`config.mk`:
```
export PLATFORM = sky130hd
export DESIGN_NAME = modem_urc_line_parser
export DESIGN_NICKNAME = d
export VERILOG_FILES = /design/src/rtl/urc_pkg.sv /design/src/rtl/urc_scan.sv /design/src/rtl/urc_status.sv /design/src/rtl/modem_urc_line_parser.sv
export SDC_FILE = /design/constraint.sdc
export NUM_CORES = 1
export LEC_CHECK = 0
export ABC_CLOCK_PERIOD_IN_PS = 7000
export BUFFER_PORTS_ARGS = -buffer_cell sky130_fd_sc_hd__buf_2
export CAP_MARGIN = 20
export CELL_PAD_IN_SITES_DETAIL_PLACEMENT = 1
export CELL_PAD_IN_SITES_GLOBAL_PLACEMENT = 2
export CORE_AREA = 5 5 202 204
export CTS_CLUSTER_SIZE = 20
export DETAILED_ROUTE_END_ITERATION = 8
export DIE_AREA = 0 0 207 209
export MAX_ROUTING_LAYER = met4
export PLACE_DENSITY_LB_ADDON = 0.1
export RECOVER_POWER = 25
export SLEW_MARGIN = 10
export SYNTH_ARGS = -nofsm -noshare
export SYNTH_HDL_FRONTEND = slang
export SYNTH_SLANG_ARGS = --single-unit
```
`constraint.sdc`:
```
create_clock -name clk -period 7 [get_ports clk]
set_clock_uncertainty 0.2 [all_clocks]
set_input_delay 1.4 -clock clk [delete_from_list [all_inputs] [get_ports clk]]
set_output_delay 1.4 -clock clk [all_outputs]
set_load 0.03 [all_outputs]
```
`src/rtl/urc_pkg.sv`:
```
// Shared types, result codes and prefix tables for the modem URC line parser.
`timescale 1ns / 1ps

package urc_pkg;

  // One accepted input word: a text byte and its end-of-chunk mark.
  typedef struct packed {
    logic [7:0] text_byte;
    logic       chunk_end;
  } text_t;

  // One result word, emitted per finished line.
  typedef struct packed {
    logic [3:0]         line_kind;
    logic               status_updated;
    logic               is_registered;
    logic               is_attached;
    logic               in_call;
    logic signed [15:0] signal_level;
    logic [31:0]        update_total;
  } urc_t;

  // Summary of the line handed from the scanner to the status keeper.
  typedef struct packed {
    logic               line_end;
    logic [3:0]         kind;
    logic               have_num;
    logic               status_ok;
    logic signed [15:0] first_num;
    logic               saw_one;
  } scan_t;

  localparam logic [3:0] KIND_NONE  = 4'd0;
  localparam logic [3:0] KIND_CEREG = 4'd1;
  localparam logic [3:0] KIND_CGATT = 4'd2;
  localparam logic [3:0] KIND_CSQ   = 4'd3;
  localparam logic [3:0] KIND_CLIP  = 4'd4;
  localparam logic [3:0] KIND_BEGIN = 4'd5;
  localparam logic [3:0] KIND_END   = 4'd6;
  localparam logic [3:0] KIND_CALL  = 4'd7;
  localparam logic [3:0] KIND_CMTI  = 4'd8;

  // Prefix slots, in table order.
  localparam int PFX_NUM   = 8;
  localparam int PFX_CHARS = 17;

  localparam logic [2:0] PFX_CEREG = 3'd0;
  localparam logic [2:0] PFX_CGATT = 3'd1;
  localparam logic [2:0] PFX_CSQ   = 3'd2;
  localparam logic [2:0] PFX_CLIP  = 3'd3;
  localparam logic [2:0] PFX_CALL  = 3'd4;
  localparam logic [2:0] PFX_CMTI  = 3'd5;
  localparam logic [2:0] PFX_BEGIN = 3'd6;
  localparam logic [2:0] PFX_END   = 3'd7;

  // Each prefix left-aligned in a 17-character field, padded with spaces.
  localparam logic [8*PFX_CHARS-1:0] PFX_TEXT [PFX_NUM] = '{
    {"+CEREG:",            {10{8'h20}}},
    {"+CGATT:",            {10{8'h20}}},
    {"+CSQ:",              {12{8'h20}}},
    {"+CLIP:",             {11{8'h20}}},
    {"VOICE CALL:",        { 6{8'h20}}},
    {"+CMTI:",             {11{8'h20}}},
    {"VOICE CALL: BEGIN"},
    {"VOICE CALL: END",    { 2{8'h20}}}
  };

  localparam logic [4:0] PFX_LEN [PFX_NUM] = '{
    5'd7, 5'd7, 5'd5, 5'd6, 5'd11, 5'd6, 5'd17, 5'd15
  };

  // Character p of prefix k; positions past the field read as the first character.
  function automatic logic [7:0] pfx_char(input logic [2:0] k, input logic [4:0] p);
    logic [4:0] q;
    q = (p < 5'(PFX_CHARS)) ? (5'(PFX_CHARS - 1) - p) : 5'(PFX_CHARS - 1);
    return PFX_TEXT[k][8*q +: 8];
  endfunction

endpackage

```
`src/rtl/urc_scan.sv`:
```
// Per-line scanner: skips leading blanks, tracks prefix matches and parses numbers.
`timescale 1ns / 1ps

module urc_scan (
  input  logic           clk,
  input  logic           rst,
  input  logic           step,
  input  urc_pkg::text_t word,
  output urc_pkg::scan_t scan
);
  import urc_pkg::*;

  localparam logic [2:0] PH_PREFIX = 3'd0;
  localparam logic [2:0] PH_LEAD1  = 3'd1;
  localparam logic [2:0] PH_SIGN1  = 3'd2;
  localparam logic [2:0] PH_DIG1   = 3'd3;
  localparam logic [2:0] PH_LEAD2  = 3'd4;
  localparam logic [2:0] PH_SIGN2  = 3'd5;
  localparam logic [2:0] PH_DIG2   = 3'd6;
  localparam logic [2:0] PH_DONE   = 3'd7;

  localparam logic [4:0] POS_MAX = 5'd31;

  logic               before_content;
  logic [4:0]         char_position;
  logic [7:0]         prefix_candidates;
  logic [2:0]         parse_phase;
  logic signed [15:0] first_number;
  logic signed [15:0] second_number;
  logic               number_negative;
  logic [1:0]         numbers_found;
  logic               saw_digit_one;

  logic               before_content_next;
  logic [4:0]         char_position_next;
  logic [7:0]         prefix_candidates_next;
  logic [2:0]         parse_phase_next;
  logic signed [15:0] first_number_next;
  logic signed [15:0] second_number_next;
  logic               number_negative_next;
  logic [1:0]         numbers_found_next;
  logic               saw_digit_one_next;

  logic [7:0]  c;
  logic        is_nl;
  logic        line_end;
  logic        absorb;
  logic        is_ws;
  logic        is_digit;
  logic        is_sign;
  logic [3:0]  dval;
  logic [7:0]  hit;
  logic signed [15:0] status_sel;

  // Multiply by ten, add or subtract a digit, clamp to 16-bit signed.
  function automatic logic signed [15:0] add_digit(input logic signed [15:0] v,
                                                   input logic [3:0] d,
                                                   input logic neg);
    logic signed [20:0] x;
    logic signed [20:0] dx;
    x  = ({{5{v[15]}}, v} <<< 3) + ({{5{v[15]}}, v} <<< 1);
    dx = $signed({17'd0, d});
    x  = neg ? (x - dx) : (x + dx);
    if (x > 21'sd32767) begin
      return 16'sh7FFF;
    end else if (x < -21'sd32768) begin
      return 16'sh8000;
    end
    return x[15:0];
  endfunction

  always_comb begin
    c        = word.text_byte;
    is_nl    = (c == 8'h0A);
    line_end = is_nl || word.chunk_end;
    absorb   = !is_nl && !(before_content && (c == 8'h0D || c == 8'h20));
    is_ws    = (c == 8'h20) || (c >= 8'h09 && c <= 8'h0D);
    is_digit = (c >= "0") && (c <= "9");
    is_sign  = (c == "+") || (c == "-");
    dval     = c[3:0];

    before_content_next    = before_content;
    char_position_next     = char_position;
    prefix_candidates_next = prefix_candidates;
    parse_phase_next       = parse_phase;
    first_number_next      = first_number;
    second_number_next     = second_number;
    number_negative_next   = number_negative;
    numbers_found_next     = numbers_found;
    saw_digit_one_next     = saw_digit_one;

    if (absorb) begin
      before_content_next = 1'b0;
      if (c == "1") begin
        saw_digit_one_next = 1'b1;
      end

      // Number parse, driven by the phase held before this byte.
      unique case (parse_phase)
        PH_LEAD1, PH_LEAD2: begin
          if (!is_ws) begin
            if (is_sign) begin
              number_negative_next = (c == "-");
              parse_phase_next     = parse_phase + 3'd1;
            end else if (is_digit) begin
              number_negative_next = 1'b0;
              numbers_found_next   = (numbers_found == 2'd3) ? 2'd3 : numbers_found + 2'd1;
              if (parse_phase == PH_LEAD2) begin
                second_number_next = add_digit(16'sd0, dval, 1'b0);
                parse_phase_next   = PH_DIG2;
              end else begin
                first_number_next = add_digit(16'sd0, dval, 1'b0);
                parse_phase_next  = PH_DIG1;
              end
            end else begin
              parse_phase_next = PH_DONE;
            end
          end
        end
        PH_SIGN1, PH_SIGN2: begin
          if (is_digit) begin
            numbers_found_next = (numbers_found == 2'd3) ? 2'd3 : numbers_found + 2'd1;
            if (parse_phase == PH_SIGN2) begin
              second_number_next = add_digit(16'sd0, dval, number_negative);
              parse_phase_next   = PH_DIG2;
            end else begin
              first_number_next = add_digit(16'sd0, dval, number_negative);
              parse_phase_next  = PH_DIG1;
            end
          end else begin
            parse_phase_next = PH_DONE;
          end
        end
        PH_DIG1: begin
          if (is_digit) begin
            first_number_next = add_digit(first_number, dval, number_negative);
          end else if (c == "," && prefix_candidates[PFX_CEREG]) begin
            parse_phase_next     = PH_LEAD2;
            number_negative_next = 1'b0;
          end else begin
            parse_phase_next = PH_DONE;
          end
        end
        PH_DIG2: begin
          if (is_digit) begin
            second_number_next = add_digit(second_number, dval, number_negative);
          end else begin
            parse_phase_next = PH_DONE;
          end
        end
        default: begin
        end
      endcase

      // Drop every prefix whose character at this position differs.
      for (int k = 0; k < PFX_NUM; k++) begin
        if (char_position < PFX_LEN[k] && c != pfx_char(3'(k), char_position)) begin
          prefix_candidates_next[k] = 1'b0;
        end
      end

      char_position_next = (char_position < POS_MAX) ? char_position + 5'd1 : char_position;

      if (parse_phase == PH_PREFIX) begin
        if (prefix_candidates_next[PFX_CEREG] && char_position_next == PFX_LEN[PFX_CEREG]) begin
          parse_phase_next = PH_LEAD1;
        end else if (prefix_candidates_next[PFX_CSQ] &&
                     char_position_next == PFX_LEN[PFX_CSQ]) begin
          parse_phase_next = PH_LEAD1;
        end
      end
    end

    for (int k = 0; k < PFX_NUM; k++) begin
      hit[k] = prefix_candidates_next[k] && (char_position_next >= PFX_LEN[k]);
    end

    status_sel = (numbers_found_next >= 2'd2) ? second_number_next : first_number_next;

    scan.line_end  = line_end;
    scan.have_num  = (numbers_found_next != 2'd0);
    scan.status_ok = (status_sel == 16'sd1) || (status_sel == 16'sd5);
    scan.first_num = first_number_next;
    scan.saw_one   = saw_digit_one_next;
    if (hit[PFX_CEREG]) begin
      scan.kind = KIND_CEREG;
    end else if (hit[PFX_CGATT]) begin
      scan.kind = KIND_CGATT;
    end else if (hit[PFX_BEGIN]) begin
      scan.kind = KIND_BEGIN;
    end else if (hit[PFX_END]) begin
      scan.kind = KIND_END;
    end else if (hit[PFX_CSQ]) begin
      scan.kind = KIND_CSQ;
    end else if (hit[PFX_CLIP]) begin
      scan.kind = KIND_CLIP;
    end else if (hit[PFX_CALL]) begin
      scan.kind = KIND_CALL;
    end else if (hit[PFX_CMTI]) begin
      scan.kind = KIND_CMTI;
    end else begin
      scan.kind = KIND_NONE;
    end
  end

  always_ff @(posedge clk) begin
    if (rst || (step && line_end)) begin
      before_content    <= 1'b1;
      char_position     <= 5'd0;
      prefix_candidates <= 8'hFF;
      parse_phase       <= PH_PREFIX;
      first_number      <= 16'sd0;
      second_number     <= 16'sd0;
      number_negative   <= 1'b0;
      numbers_found     <= 2'd0;
      saw_digit_one     <= 1'b0;
    end else if (step) begin
      before_content    <= before_content_next;
      char_position     <= char_position_next;
      prefix_candidates <= prefix_candidates_next;
      parse_phase       <= parse_phase_next;
      first_number      <= first_number_next;
      second_number     <= second_number_next;
      number_negative   <= number_negative_next;
      numbers_found     <= numbers_found_next;
      saw_digit_one     <= saw_digit_one_next;
    end
  end

endmodule

```
`src/rtl/urc_status.sv`:
```
// Kept modem status: registration, attach, call, signal level and update count.
`timescale 1ns / 1ps

module urc_status (
  input  logic           clk,
  input  logic           rst,
  input  logic           step,
  input  urc_pkg::scan_t scan,
  output urc_pkg::urc_t  res
);
  import urc_pkg::*;

  logic               registered_flag;
  logic               attached_flag;
  logic               call_flag;
  logic signed [15:0] signal_value;
  logic [31:0]        update_count;

  logic               registered_flag_next;
  logic               attached_flag_next;
  logic               call_flag_next;
  logic signed [15:0] signal_value_next;
  logic [31:0]        update_count_next;
  logic               upd;

  always_comb begin
    registered_flag_next = registered_flag;
    attached_flag_next   = attached_flag;
    call_flag_next       = call_flag;
    signal_value_next    = signal_value;

    case (scan.kind) inside
      KIND_CEREG, KIND_CGATT, KIND_CSQ, KIND_BEGIN, KIND_END: upd = 1'b1;
      default:                                                upd = 1'b0;
    endcase

    case (scan.kind)
      KIND_CEREG: begin
        if (scan.have_num) begin
          registered_flag_next = scan.status_ok;
        end
      end
      KIND_CGATT: attached_flag_next = scan.saw_one;
      KIND_BEGIN: call_flag_next = 1'b1;
      KIND_END:   call_flag_next = 1'b0;
      KIND_CSQ: begin
        if (scan.have_num) begin
          signal_value_next = scan.first_num;
        end
      end
      default: begin
      end
    endcase

    update_count_next = upd ? update_count + 32'd1 : update_count;

    res.line_kind      = scan.kind;
    res.status_updated = upd;
    res.is_registered  = registered_flag_next;
    res.is_attached    = attached_flag_next;
    res.in_call        = call_flag_next;
    res.signal_level   = signal_value_next;
    res.update_total   = update_count_next;
  end

  always_ff @(posedge clk) begin
    if (rst) begin
      registered_flag <= 1'b0;
      attached_flag   <= 1'b0;
      call_flag       <= 1'b0;
      signal_value    <= 16'sd0;
      update_count    <= 32'd0;
    end else if (step && scan.line_end) begin
      registered_flag <= registered_flag_next;
      attached_flag   <= attached_flag_next;
      call_flag       <= call_flag_next;
      signal_value    <= signal_value_next;
      update_count    <= update_count_next;
    end
  end

endmodule

```
`src/rtl/modem_urc_line_parser.sv`:
```
// Top level of the modem unsolicited-result line parser.
`timescale 1ns / 1ps

// Usage:
//   text channel (text_valid / text_ready / text): one word per byte of modem
//   response text plus a chunk_end mark. A newline, or a word with chunk_end
//   set, finishes the current line.
//   urc channel (urc_valid / urc_ready / urc): one word per finished line with
//   its kind, whether it advanced the update count, and the kept status after it.
// Timing:
//   An accepted word lands in the input register; from there it runs through
//   the scanner and status logic and, if it ends a line, the result is loaded
//   into the output register. One text word per cycle is sustained unless a
//   line-ending word is held behind a waiting result; the rate is set by the
//   single pass from input register to output register.
// Reset (rst, synchronous): clears both registers' valid bits, the per-line
//   scan state and all kept status, update count included.
// Stall: while urc_ready is low and a result waits, a word that does not end
//   a line still advances; a line-ending word holds in the input register, and
//   text_ready drops only then.

module modem_urc_line_parser (
  input  logic           clk,
  input  logic           rst,
  input  logic           text_valid,
  output logic           text_ready,
  input  urc_pkg::text_t text,
  output logic           urc_valid,
  input  logic           urc_ready,
  output urc_pkg::urc_t  urc
);
  import urc_pkg::*;

  // Input register.
  logic  in_valid;
  text_t in_word;

  // Handshake between the stages.
  logic  out_free;
  logic  advance;
  scan_t scan;
  urc_t  res;

  // Output slot is free when empty or being drained this cycle.
  assign out_free   = !urc_valid || urc_ready;
  // Advance the held word unless it ends a line and the output slot is busy.
  assign advance    = in_valid && (!scan.line_end || out_free);
  assign text_ready = !in_valid || advance;

  always_ff @(posedge clk) begin
    if (rst) begin
      in_valid <= 1'b0;
    end else if (text_ready) begin
      in_valid <= text_valid;
    end
  end

  always_ff @(posedge clk) begin
    if (text_valid && text_ready) begin
      in_word <= text;
    end
  end

  urc_scan u_scan (
    .clk  (clk),
    .rst  (rst),
    .step (advance),
    .word (in_word),
    .scan (scan)
  );

  urc_status u_status (
    .clk  (clk),
    .rst  (rst),
    .step (advance),
    .scan (scan),
    .res  (res)
  );

  // Output register: load on a line end, drop once taken.
  always_ff @(posedge clk) begin
    if (rst) begin
      urc_valid <= 1'b0;
    end else if (advance && scan.line_end) begin
      urc_valid <= 1'b1;
    end else if (urc_ready) begin
      urc_valid <= 1'b0;
    end
  end

  always_ff @(posedge clk) begin
    if (advance && scan.line_end) begin
      urc <= res;
    end
  end

  // A line end that advances always leaves a result waiting.
  a_line_end_loads: assert property (@(posedge clk) disable iff (rst)
    (advance && scan.line_end) |=> urc_valid)
    else $error("line end did not load a result");

  // Input stalls only behind a line-ending word blocked by a waiting result.
  a_stall_cause: assert property (@(posedge clk) disable iff (rst)
    !text_ready |-> (in_valid && scan.line_end && urc_valid && !urc_ready))
    else $error("input stalled without a blocked line end");

  // Only status-bearing kinds may report an update.
  a_update_kind: assert property (@(posedge clk) disable iff (rst)
    (urc_valid && urc.status_updated) |->
      (urc.line_kind == KIND_CEREG || urc.line_kind == KIND_CGATT ||
       urc.line_kind == KIND_CSQ || urc.line_kind == KIND_BEGIN ||
       urc.line_kind == KIND_END))
    else $error("update reported for a kind that carries no status");

  // The loaded result carries the count the status logic produced for its line.
  a_count_step: assert property (@(posedge clk) disable iff (rst)
    (advance && scan.line_end) |=>
      (urc.update_total == $past(res.update_total)))
    else $error("result count differs from the status count");

endmodule
```
=== After elaboration in Yosys (flattened, before gate mapping) ===
Index checks and enable logic that the tools add are counted.

* Add/sub/neg operators: 12
* Order comparisons: 26
* Eq/ne operators: 35
* Shift operators: 8
* Muxes and demuxes: 129
* Reductions and logical operators: 49

{| class="wikitable"
|+ Operators with widths
! operator !! count
|-
| $shiftx A136 B9 Y8 const A || 8
|-
| $mux W16 || 33
|-
| $pmux W16 S3 || 2
|-
| $ne A8 B8 Y1 || 8
|-
| $gt A21 B16 Y1 const B || 3
|-
| $lt A21 B16 Y1 const B || 3
|-
| $mux W21 || 3
|-
| $mux W1 || 57
|-
| $add A21 B5 Y21 || 2
|-
| $sub A21 B5 Y21 || 2
|-
| $add A19 B17 Y20 || 2
|-
| $eq A8 B6 Y1 const B || 5
|-
| $mux W3 || 11
|-
| $add A32 B1 Y32 const B || 1
|-
| $mux W32 || 1
|-
| $mux W4 || 8
|-
| $logic_and A1 B1 Y1 || 26
|-
| $eq A16 B2 Y1 const B || 1
|-
| $eq A16 B4 Y1 const B || 1
|-
| $eq A8 B4 Y1 const B || 2
|-
| $lt A5 B16 Y1 const B || 1
|-
| $ge A5 B3 Y1 const B || 3
|-
| $gt A4 B15 Y1 const B || 1
|-
| $lt A5 B3 Y1 const B || 3
|-
| 39 further kinds || 72
|}

* Bits in registers: 171
* Output and inout port bits: 58

=== Logic depth before layout (Yosys ltp) ===
Gate-level depths: netlist (run 1).

* Depth after elaboration: 21
* Mapped depth: 26
* Depth with buffers taken out: 20

=== Modules after synthesis ===
From an unflattened synthesis (run 1), not the netlist that was laid out.

* Cell total of the unflattened synthesis: 1,768
* Area total of the unflattened synthesis: 14,087.3 µm²

{| class="wikitable"
|+ Modules (own cells, without submodules)
! module !! times used !! cells each !! area an instance (µm²)
|-
| urc_scan || 1 || 1,300 || 8,953.6
|-
| urc_status || 1 || 391 || 3,078.0
|-
| modem_urc_line_parser || 1 || 77 || 2,055.7
|}

=== Least setup slack after synthesis (run 1) ===
Ideal clock, no wire load.

* Path kind: register -> register
* Start: register u_scan.char_position[1]
* End: register u_status.update_count[27]
* Library setup time: 0.114 ns
* Arrival: 4.800 ns
* Data required time: 6.686 ns
* Slack: 1.887 ns
* Stages on the path, launching flop included: 23
* Buffers on the path: 3
* Period minus slack after synthesis: 5.113 ns
* Cells stage by stage: dfxtp_1 buf_4 clkbuf_1 inv_1 ha_1 clkbuf_1 nand2_1 inv_1 ha_1 inv_1 o221ai_1 a21oi_1 or3_1 a2111oi_2 o211ai_1 a21oi_1 nand2b_1 nor3_2 nor4b_4 nand4_4 nor3_2 nor3b_1 a21o_1

* Cells in the longest elaborated chain, start to end: 20
* Elaborated cells on any way between the ends: 77
* Those cells by class: 2 x add/sub; 13 x order compare; 13 x eq/ne; 8 x shift; 24 x mux; 17 x reduce/logical

{| class="wikitable"
|+ Ends and longest elaborated chain
! what !! line !! RTL
|-
| start: declaration || urc_scan.sv:25 || <nowiki>logic [4:0] char_position;</nowiki>
|-
| start signal: assignment || urc_scan.sv:219 || <nowiki>char_position <= char_position_next;</nowiki>
|-
| $sub A5 B5 Y5 / $lt A5 B5 Y1 (equally long branches) || urc_pkg.sv:75, urc_scan.sv:157 ||
|-
| $mux W5 || urc_pkg.sv:75 || <nowiki>q = (p < 5'(PFX_CHARS)) ? (5'(PFX_CHARS - 1) - p) : 5'(PFX_CHARS - 1);</nowiki>
|-
| $shiftx A136 B9 Y8 || urc_pkg.sv:76 || <nowiki>return PFX_TEXT[k][8*q +: 8];</nowiki>
|-
| $ne A8 B8 Y1 || urc_scan.sv:157 || <nowiki>if (char_position < PFX_LEN[k] && c != pfx_char(3'(k), char_position)) begin</nowiki>
|-
| $logic_and A1 B1 Y1 || urc_scan.sv:157 ||
|-
| $mux W1 || urc_scan.sv:157 ||
|-
| $mux W8 || urc_scan.sv:92 || <nowiki>if (absorb) begin</nowiki>
|-
| $logic_and A1 B1 Y1 || urc_scan.sv:175 || <nowiki>hit[k] = prefix_candidates_next[k] && (char_position_next >= PFX_LEN[k]);</nowiki>
|-
| [... 4 more ...] || n/a ||
|-
| $mux W4 || urc_scan.sv:191 || <nowiki>end else if (hit[PFX_END]) begin</nowiki>
|-
| $mux W4 || urc_scan.sv:189 || <nowiki>end else if (hit[PFX_BEGIN]) begin</nowiki>
|-
| $mux W4 || urc_scan.sv:187 || <nowiki>end else if (hit[PFX_CGATT]) begin</nowiki>
|-
| $mux W4 * || urc_scan.sv:185 || <nowiki>if (hit[PFX_CEREG]) begin</nowiki>
|-
| $eq A4 B3 Y1 (tied with other cells) || n/a ||
|-
| $reduce_or A5 Y1 * || urc_status.sv:32 || <nowiki>case (scan.kind) inside</nowiki>
|-
| $mux W1 * || urc_status.sv:32 ||
|-
| $mux W32 * || urc_status.sv:55 || <nowiki>update_count_next = upd ? update_count + 32'd1 : update_count;</nowiki>
|-
| end signal: assignment || urc_status.sv:78 || <nowiki>update_count <= update_count_next;</nowiki>
|-
| end: declaration || urc_status.sv:17 || <nowiki>logic [31:0] update_count;</nowiki>
|}

Mark *: on every way between the ends. The rest lies on a longest branch, timed or not. The select of a mux whose other input is x is not followed.
A chain may end at the register's enable or synchronous reset.

==> results of run 1 <==
==> power breakdown <==
part	leakage (nW)	switching (mW)	internal, mW
combinational	4.09	0.254	0.129
clock	0.295	0.460	0.540
sequential	1.53	0.0185	1.05
==> worst min-delay path: stages (launching register included) <==
cell and delay [ns]:
dfxtp_1 0.32, nand2_1 0.05, nand2_1 0.04
==> layout by cell type, fill, tap and decap left out, types with 36 or more instances in the layout <==
cell type,synthesis,routed
a21oi_1,154,154
buf_4,6,36
clkbuf_1,69,59
dfxtp_1,106,106
edfxtp_1,65,65
ha_1,62,62
inv_1,48,48
nand2_1,192,192
nand3_1,72,72
nor2_1,175,175
nor3_1,67,66
o21ai_0,104,104
xnor2_1,77,77
xor2_1,53,53
==> flip-flops by register name, summed over array words and instances, names as in the netlist <==
register and cells:
u_scan.parse_phase 3, u_scan.saw_digit_one 1, in_word 9, u_status.call_flag 1
u_scan.before_content 1, urc_valid 1, u_status.update_count 32, u_scan.number_negative 1
urc 56, u_scan.prefix_candidates 8, u_status.signal_value 16, u_scan.second_number 16
u_status.attached_flag 1, u_status.registered_flag 1, u_scan.first_number 16, u_scan.numbers_found 2
u_scan.char_position 5, in_valid 1
==> routing by layer <==
metal / vias up / GRT usage
li1: 6785 / -
met1: 6967 / 0.300
met2: 230 / 0.393
met3: 56 / 0.0243
met4: 0 / 0.0518
met5: - / -
==> synth_stat cells (29+ instances only) <==
master / instances / area share
clkbuf_1: 69 / 0.018
inv_1: 48 / 0.012
a21oi_1: 154 / 0.053
nor3_1: 67 / 0.023
xor2_1: 53 / 0.032
xnor2_1: 77 / 0.047
nand3_1: 72 / 0.025
dfxtp_1: 106 / 0.15
nand2_1: 192 / 0.050
edfxtp_1: 65 / 0.13
ha_1: 62 / 0.054
or3_1: 29 / 0.013
o21ai_0: 104 / 0.036
nor2_1: 175 / 0.045
==> per-stage QoR <==
| step | util | hold WS, ns |
|---|---|---|
| 4_1_cts | 0.407 | 0.247 |
| 5_1_grt | 0.406 | 0.274 |
| 6_report | 0.406 | 0.245 |
| 2_1_floorplan | - | 0.215 |
| 3_3_place_gp | 0.392 | 0.228 |
| 3_5_place_dp | 0.392 | 0.234 |
==> worst max path at each step <==
stage	from	slack, ns	to	cells after the start
final	u_scan.second_number[0]$_SDFFE_PP0P_	0.61	urc[50]$_DFFE_PP_	19
after global routing	u_scan.char_position[0]$_SDFFE_PP0P_	0.33	u_status.update_count[27]$_SDFFE_PP0P_	18
after floorplan	u_scan.char_position[1]$_SDFFE_PP0P_	1.89	u_status.update_count[27]$_SDFFE_PP0P_	22
after detailed placement	u_scan.second_number[0]$_SDFFE_PP0P_	0.57	urc[50]$_DFFE_PP_	18
after global placement	u_scan.second_number[0]$_SDFFE_PP0P_	0.72	urc[50]$_DFFE_PP_	18
after CTS	u_scan.second_number[0]$_SDFFE_PP0P_	0.54	urc[50]$_DFFE_PP_	18
==> kinds of logic after synthesis <==
logic type,synth area share
and+or+nand+nor,0.244
buffers and inverters,0.0442
AOI/OAI and AO/OA,0.260
muxes,0.0293
xor gates and xnor gates,0.0787
adders and majority gates,0.0619
DFF,0.282
==> cell type report <==
| cell class | count | area share |
|---|---|---|
| inverters | 55 | 0.0131 |
| multi-input cells | 1495 | 0.616 |
| repair buffers | 107 | 0.0348 |
| clock buffers | 17 | 0.0268 |
| clock inverters | 15 | 0.0113 |
| flip-flops and latches | 171 | 0.257 |
| well taps | 525 | 0.0414 |
==> results.ini, run 1 <==
[logic_synthesis]
async_flop_share = 0
synth_cell_type_count = 109
syn_inst = 1823
synth_ff_type = dfxtp_1
syn_avg_cell_area_sq_um = 7.93
synth-seq-cells = 171
ys_seq_area_frac = 0.282
yosys_warnings = 0
synth_area_sq_um = 14500
synth_fp_nets = 1904
synth-edff-count = 65

[outcome]
status = completed

[timing]
setup_viol = 0
fin_crit_sh = 0.913
tns_ns = 0
worst_pin_slew_ns = 1.03
final_max_slew_viol_count = 0
fin_crit_ns = 6.39
fmax_ghz = 0.157
slew_headroom = 0.310
hold_violations = 0
fin_ws_ns = 0.610
rsz0062_at_grt = false

[finish]
drive_gt1_frac = 0.0898
n_antenna_cell = 0
final_area_sq_um = 15900
syn_to_final_growth_pct = 9.63
multiInputGateArea_sq_um = 9760
nets = 1928
register_area_sq_um = 4070
instances_no_fill = 2385
fill_cells = 4827

[clocking]
clk_pin_slew_ns = 0.08
clockBufferDepth = 2
cts_htree_levels = 4
cts_repair_resize_count = 0
worstSkewPairLatency_ns = 0.45
cts.sinks = 171
cts-root-buf = clkbuf_16
cts_made_buffers = 17
cts_setup_buffers = 0
cts_tree = yes
cts_hold_buffers = 0

[critical_path]
crit_arrival_ns = 6.39
critical_path_required_ns = 7.00
end_kind = flop
crit_top_cell = a21oi_1
slowest_stage = nor4_1
critPathLaunchType = flop
crit_fanout = 7
critical_path.top_delay_family = compound AO/OA/AOI/OAI gates
path_class = flop to flop
cp_cell_sequence = ha_1, fa_1, a211oi_2, o21ai_2, o21ai_1, nand2_1, nor4_1, o211ai_1, and3_1, nor4_1, a41oi_1, buf_4, a21oi_1, buf_4, a21oi_1, o21ai_0, o41ai_1, a21oi_1, o31ai_2
worstPathBufferInverterCount = 2
max_stage_delay_ns = 0.75
timing.rr.start = u_scan.second_number[0]$_SDFFE_PP0P_
r2r-end = urc[50]$_DFFE_PP_
reg2regPathDepth = 19
rrSetupSlack_ns = 0.61

[route]
wl_met3_mm = 1.27
drc = 0
top_layer_used = met4
drt_pass1_iterations = 5
drt_wl_total_mm = 50.4
route.vias.total = 14000
wl_met2_mm = 24.6
routed_via_density = 5.89
routedWlPerCell_microns = 21.1
first_iter_violations = 768
wl_met1_mm = 23.6
ant_nets = 0

[placement]
hpwlAfterDp_mm = 37.7
port_buffers = 70
routabilityCongestion = 0.902
placed_cell_area_sq_um = 15300
dp.cells = 2351
place_worst_setup_slack_ns = 0.568

[floorplanning]
dieArea_sq_um = 43300
rows = 73
start_util = 0.370
core-area_sq_um = 39100
pin_count = 71
fp.dieW_microns = 207
die_height_microns = 209

[power]
leakage_nw = 5.92
vdd_drop_max_uv = 144
powerDensity_nw_per_um2 = 154
p_total_mw = 2.45

[global_route]
grt_pass1_wl_mm = 80.4
grt_overflow = 0
grt_pass1_vias = 14300
grtUsageTotal = 0.231
antenna_found_initial = 0
grt_max_degree = 57

[min_path]
hp-start = u_scan.before_content$_SDFFE_PP1P_
whs_path_depth = 2
hp-class = flop to flop
hold_end = u_scan.before_content$_SDFFE_PP1P_

[flow_run]
maxCapViolations = 0

Power figures use the tool's default switching activity.
==> inputs of run 2 (changes only) <==
Settings changed: CTS_CLUSTER_SIZE 20 to default, PLACE_DENSITY from default to 0.89, PLACE_DENSITY_LB_ADDON 0.1 to default.
==> results.ini, run 2 (synthesis results as in run 1) <==
[global_route]
grt_max_degree = 83
grtUsageTotal = 0.232
antenna_found_initial = 0
grt_pass1_wl_mm = 81.1
grt_overflow = 0
grt_pass1_vias = 14800

[critical_path]
path_class = flop to flop
critical_path_required_ns = 7.13
end_kind = flop
crit_arrival_ns = 6.34
timing.rr.start = in_word[1]$_DFFE_PP_
critical_path.top_delay_family = simple AND/OR/NAND/NOR gates
worstPathBufferInverterCount = 4
rrSetupSlack_ns = 0.79
cp_cell_sequence = clkbuf_1, clkinv_1, ha_1, or4bb_1, a21boi_1, o21ai_1, nand4b_1, a21oi_1, o21ai_0, nand2_1, a21oi_1, nand2b_1, nor3_2, buf_4, inv_1, nand2_1, nor3_1, xnor2_1, nor2_1
critPathLaunchType = flop
max_stage_delay_ns = 0.81
r2r-end = u_status.update_count[13]$_SDFFE_PP0P_
slowest_stage = o21ai_1
crit_fanout = 14
reg2regPathDepth = 19

[clocking]
cts_htree_levels = 4
clk_pin_slew_ns = 0.08
clockBufferDepth = 2
cts-root-buf = clkbuf_16
worstSkewPairLatency_ns = 0.46
cts_hold_buffers = 0
cts_made_buffers = 17
cts_repair_resize_count = 0
cts_setup_buffers = 0
cts_tree = yes
cts.sinks = 171

[placement]
port_buffers = 70
hpwlAfterDp_mm = 37.0
routabilityCongestion = 0.944
place_worst_setup_slack_ns = 1.03

[timing]
fin_crit_ns = 6.21
slew_headroom = 0.314
hold_violations = 0
fmax_ghz = 0.161
fin_crit_sh = 0.887
rsz0062_at_grt = false
setup_viol = 0
worst_pin_slew_ns = 1.02
final_max_slew_viol_count = 0
fin_ws_ns = 0.788
tns_ns = 0

[route]
routed_via_density = 6.04
drt_wl_total_mm = 50.4
first_iter_violations = 871
ant_nets = 0
drc = 0
route.vias.total = 14500
drt_pass1_iterations = 5
routedWlPerCell_microns = 21.0

[finish]
n_antenna_cell = 0
syn_to_final_growth_pct = 10.1
layout_commonest_cell = nand2_1
reg_top3 = urc: 56 flops, u_status.update_count: 32 flops
nets = 1939
largest_register_ffs = 56
final_cell_mix = nand2_1, nor2_1, a21oi_1
largest_register = urc
drive_gt1_frac = 0.0935

[floorplanning]
die_height_microns = 209
fp.dieW_microns = 207
dieArea_sq_um = 43300
start_util = 0.370
pin_count = 71
rows = 73
core-area_sq_um = 39100

[flow_run]
maxCapViolations = 0

[min_path]
hp-class = flop to flop
hp-start = u_scan.before_content$_SDFFE_PP1P_
whs_path_depth = 2
hold_end = u_scan.before_content$_SDFFE_PP1P_

[power]
leakage_nw = 5.95
powerDensity_nw_per_um2 = 153
vdd_drop_max_uv = 176

[outcome]
status = completed

run 2: changes by cell type in the layout (fill, tap and decap cells not counted), sizes merged:
cell	previous run	this run
buf	48	55
clkinvlp	1	2
clkbuf	76	80
clkinv	9	10
bufinv	2	0
run 2: final cells by class:
type | count | area [sq um]
clock buffers | 17 | 425
multi-input cells | 1495 | 9760
inverters | 55 | 208
clock inverters | 15 | 174
repair buffers | 118 | 627
fillers | 4821 | 23200
well taps | 525 | 657
flip-flops and latches | 171 | 4070
run 2: per-stage QoR:
step	util	std cells	total power [mW]	hold slack, ns	area, sq um
after global placement	0.394	2362	1.47	0.226	15400
after CTS	0.409	2394	2.45	0.248	16000
after detailed placement	0.394	2362	1.47	0.238	15400
final	0.407	2396	2.44	0.246	15900
after global routing	0.407	2396	2.54	0.279	15900
after floorplan	-	1823	1.36	0.215	14500
run 2: how the worst max path moves through the flow:
| stage | start | to | slack (ns) | cells after the start |
|---|---|---|---|---|
| 4_1_cts | u_scan.second_number[0]$_SDFFE_PP0P_ | urc[50]$_DFFE_PP_ | 0.95 | 17 |
| 3_5_place_dp | u_scan.second_number[0]$_SDFFE_PP0P_ | urc[50]$_DFFE_PP_ | 1.03 | 17 |
| 5_1_grt | in_word[1]$_DFFE_PP_ | u_status.update_count[13]$_SDFFE_PP0P_ | 0.32 | 19 |
| 3_3_place_gp | u_scan.char_position[2]$_SDFFE_PP0P_ | u_status.update_count[27]$_SDFFE_PP0P_ | 1.08 | 19 |
| 2_1_floorplan | u_scan.char_position[1]$_SDFFE_PP0P_ | u_status.update_count[27]$_SDFFE_PP0P_ | 1.89 | 22 |
| 6_report | in_word[1]$_DFFE_PP_ | u_status.update_count[13]$_SDFFE_PP0P_ | 0.79 | 19 |
run 2: power breakdown:
part           internal (mW)  switching (mW)  total (mW)  leakage [nW]
Clock                  0.482           0.507       0.990         0.285
Combinational          0.131           0.258       0.390          4.14
Sequential              1.05          0.0164        1.06          1.53
Total                   1.66           0.782        2.44          5.95
run 2: per-layer routing:
metal,vias up,wire length [microns],track usage
met5,-,0,-
met4,0,1050,0.0618
met3,73,1600,0.0252
met2,318,25200,0.401
met1,7250,22500,0.290
li1,6822,-,-
run 2: tightest hold or removal path: cells and delay by family, from the launching register on:
| kind | cells | cell delay (ns) |
|---|---|---|
| and+or+nand+nor | 2 | 0.09 |
| DFF | 1 | 0.31 |
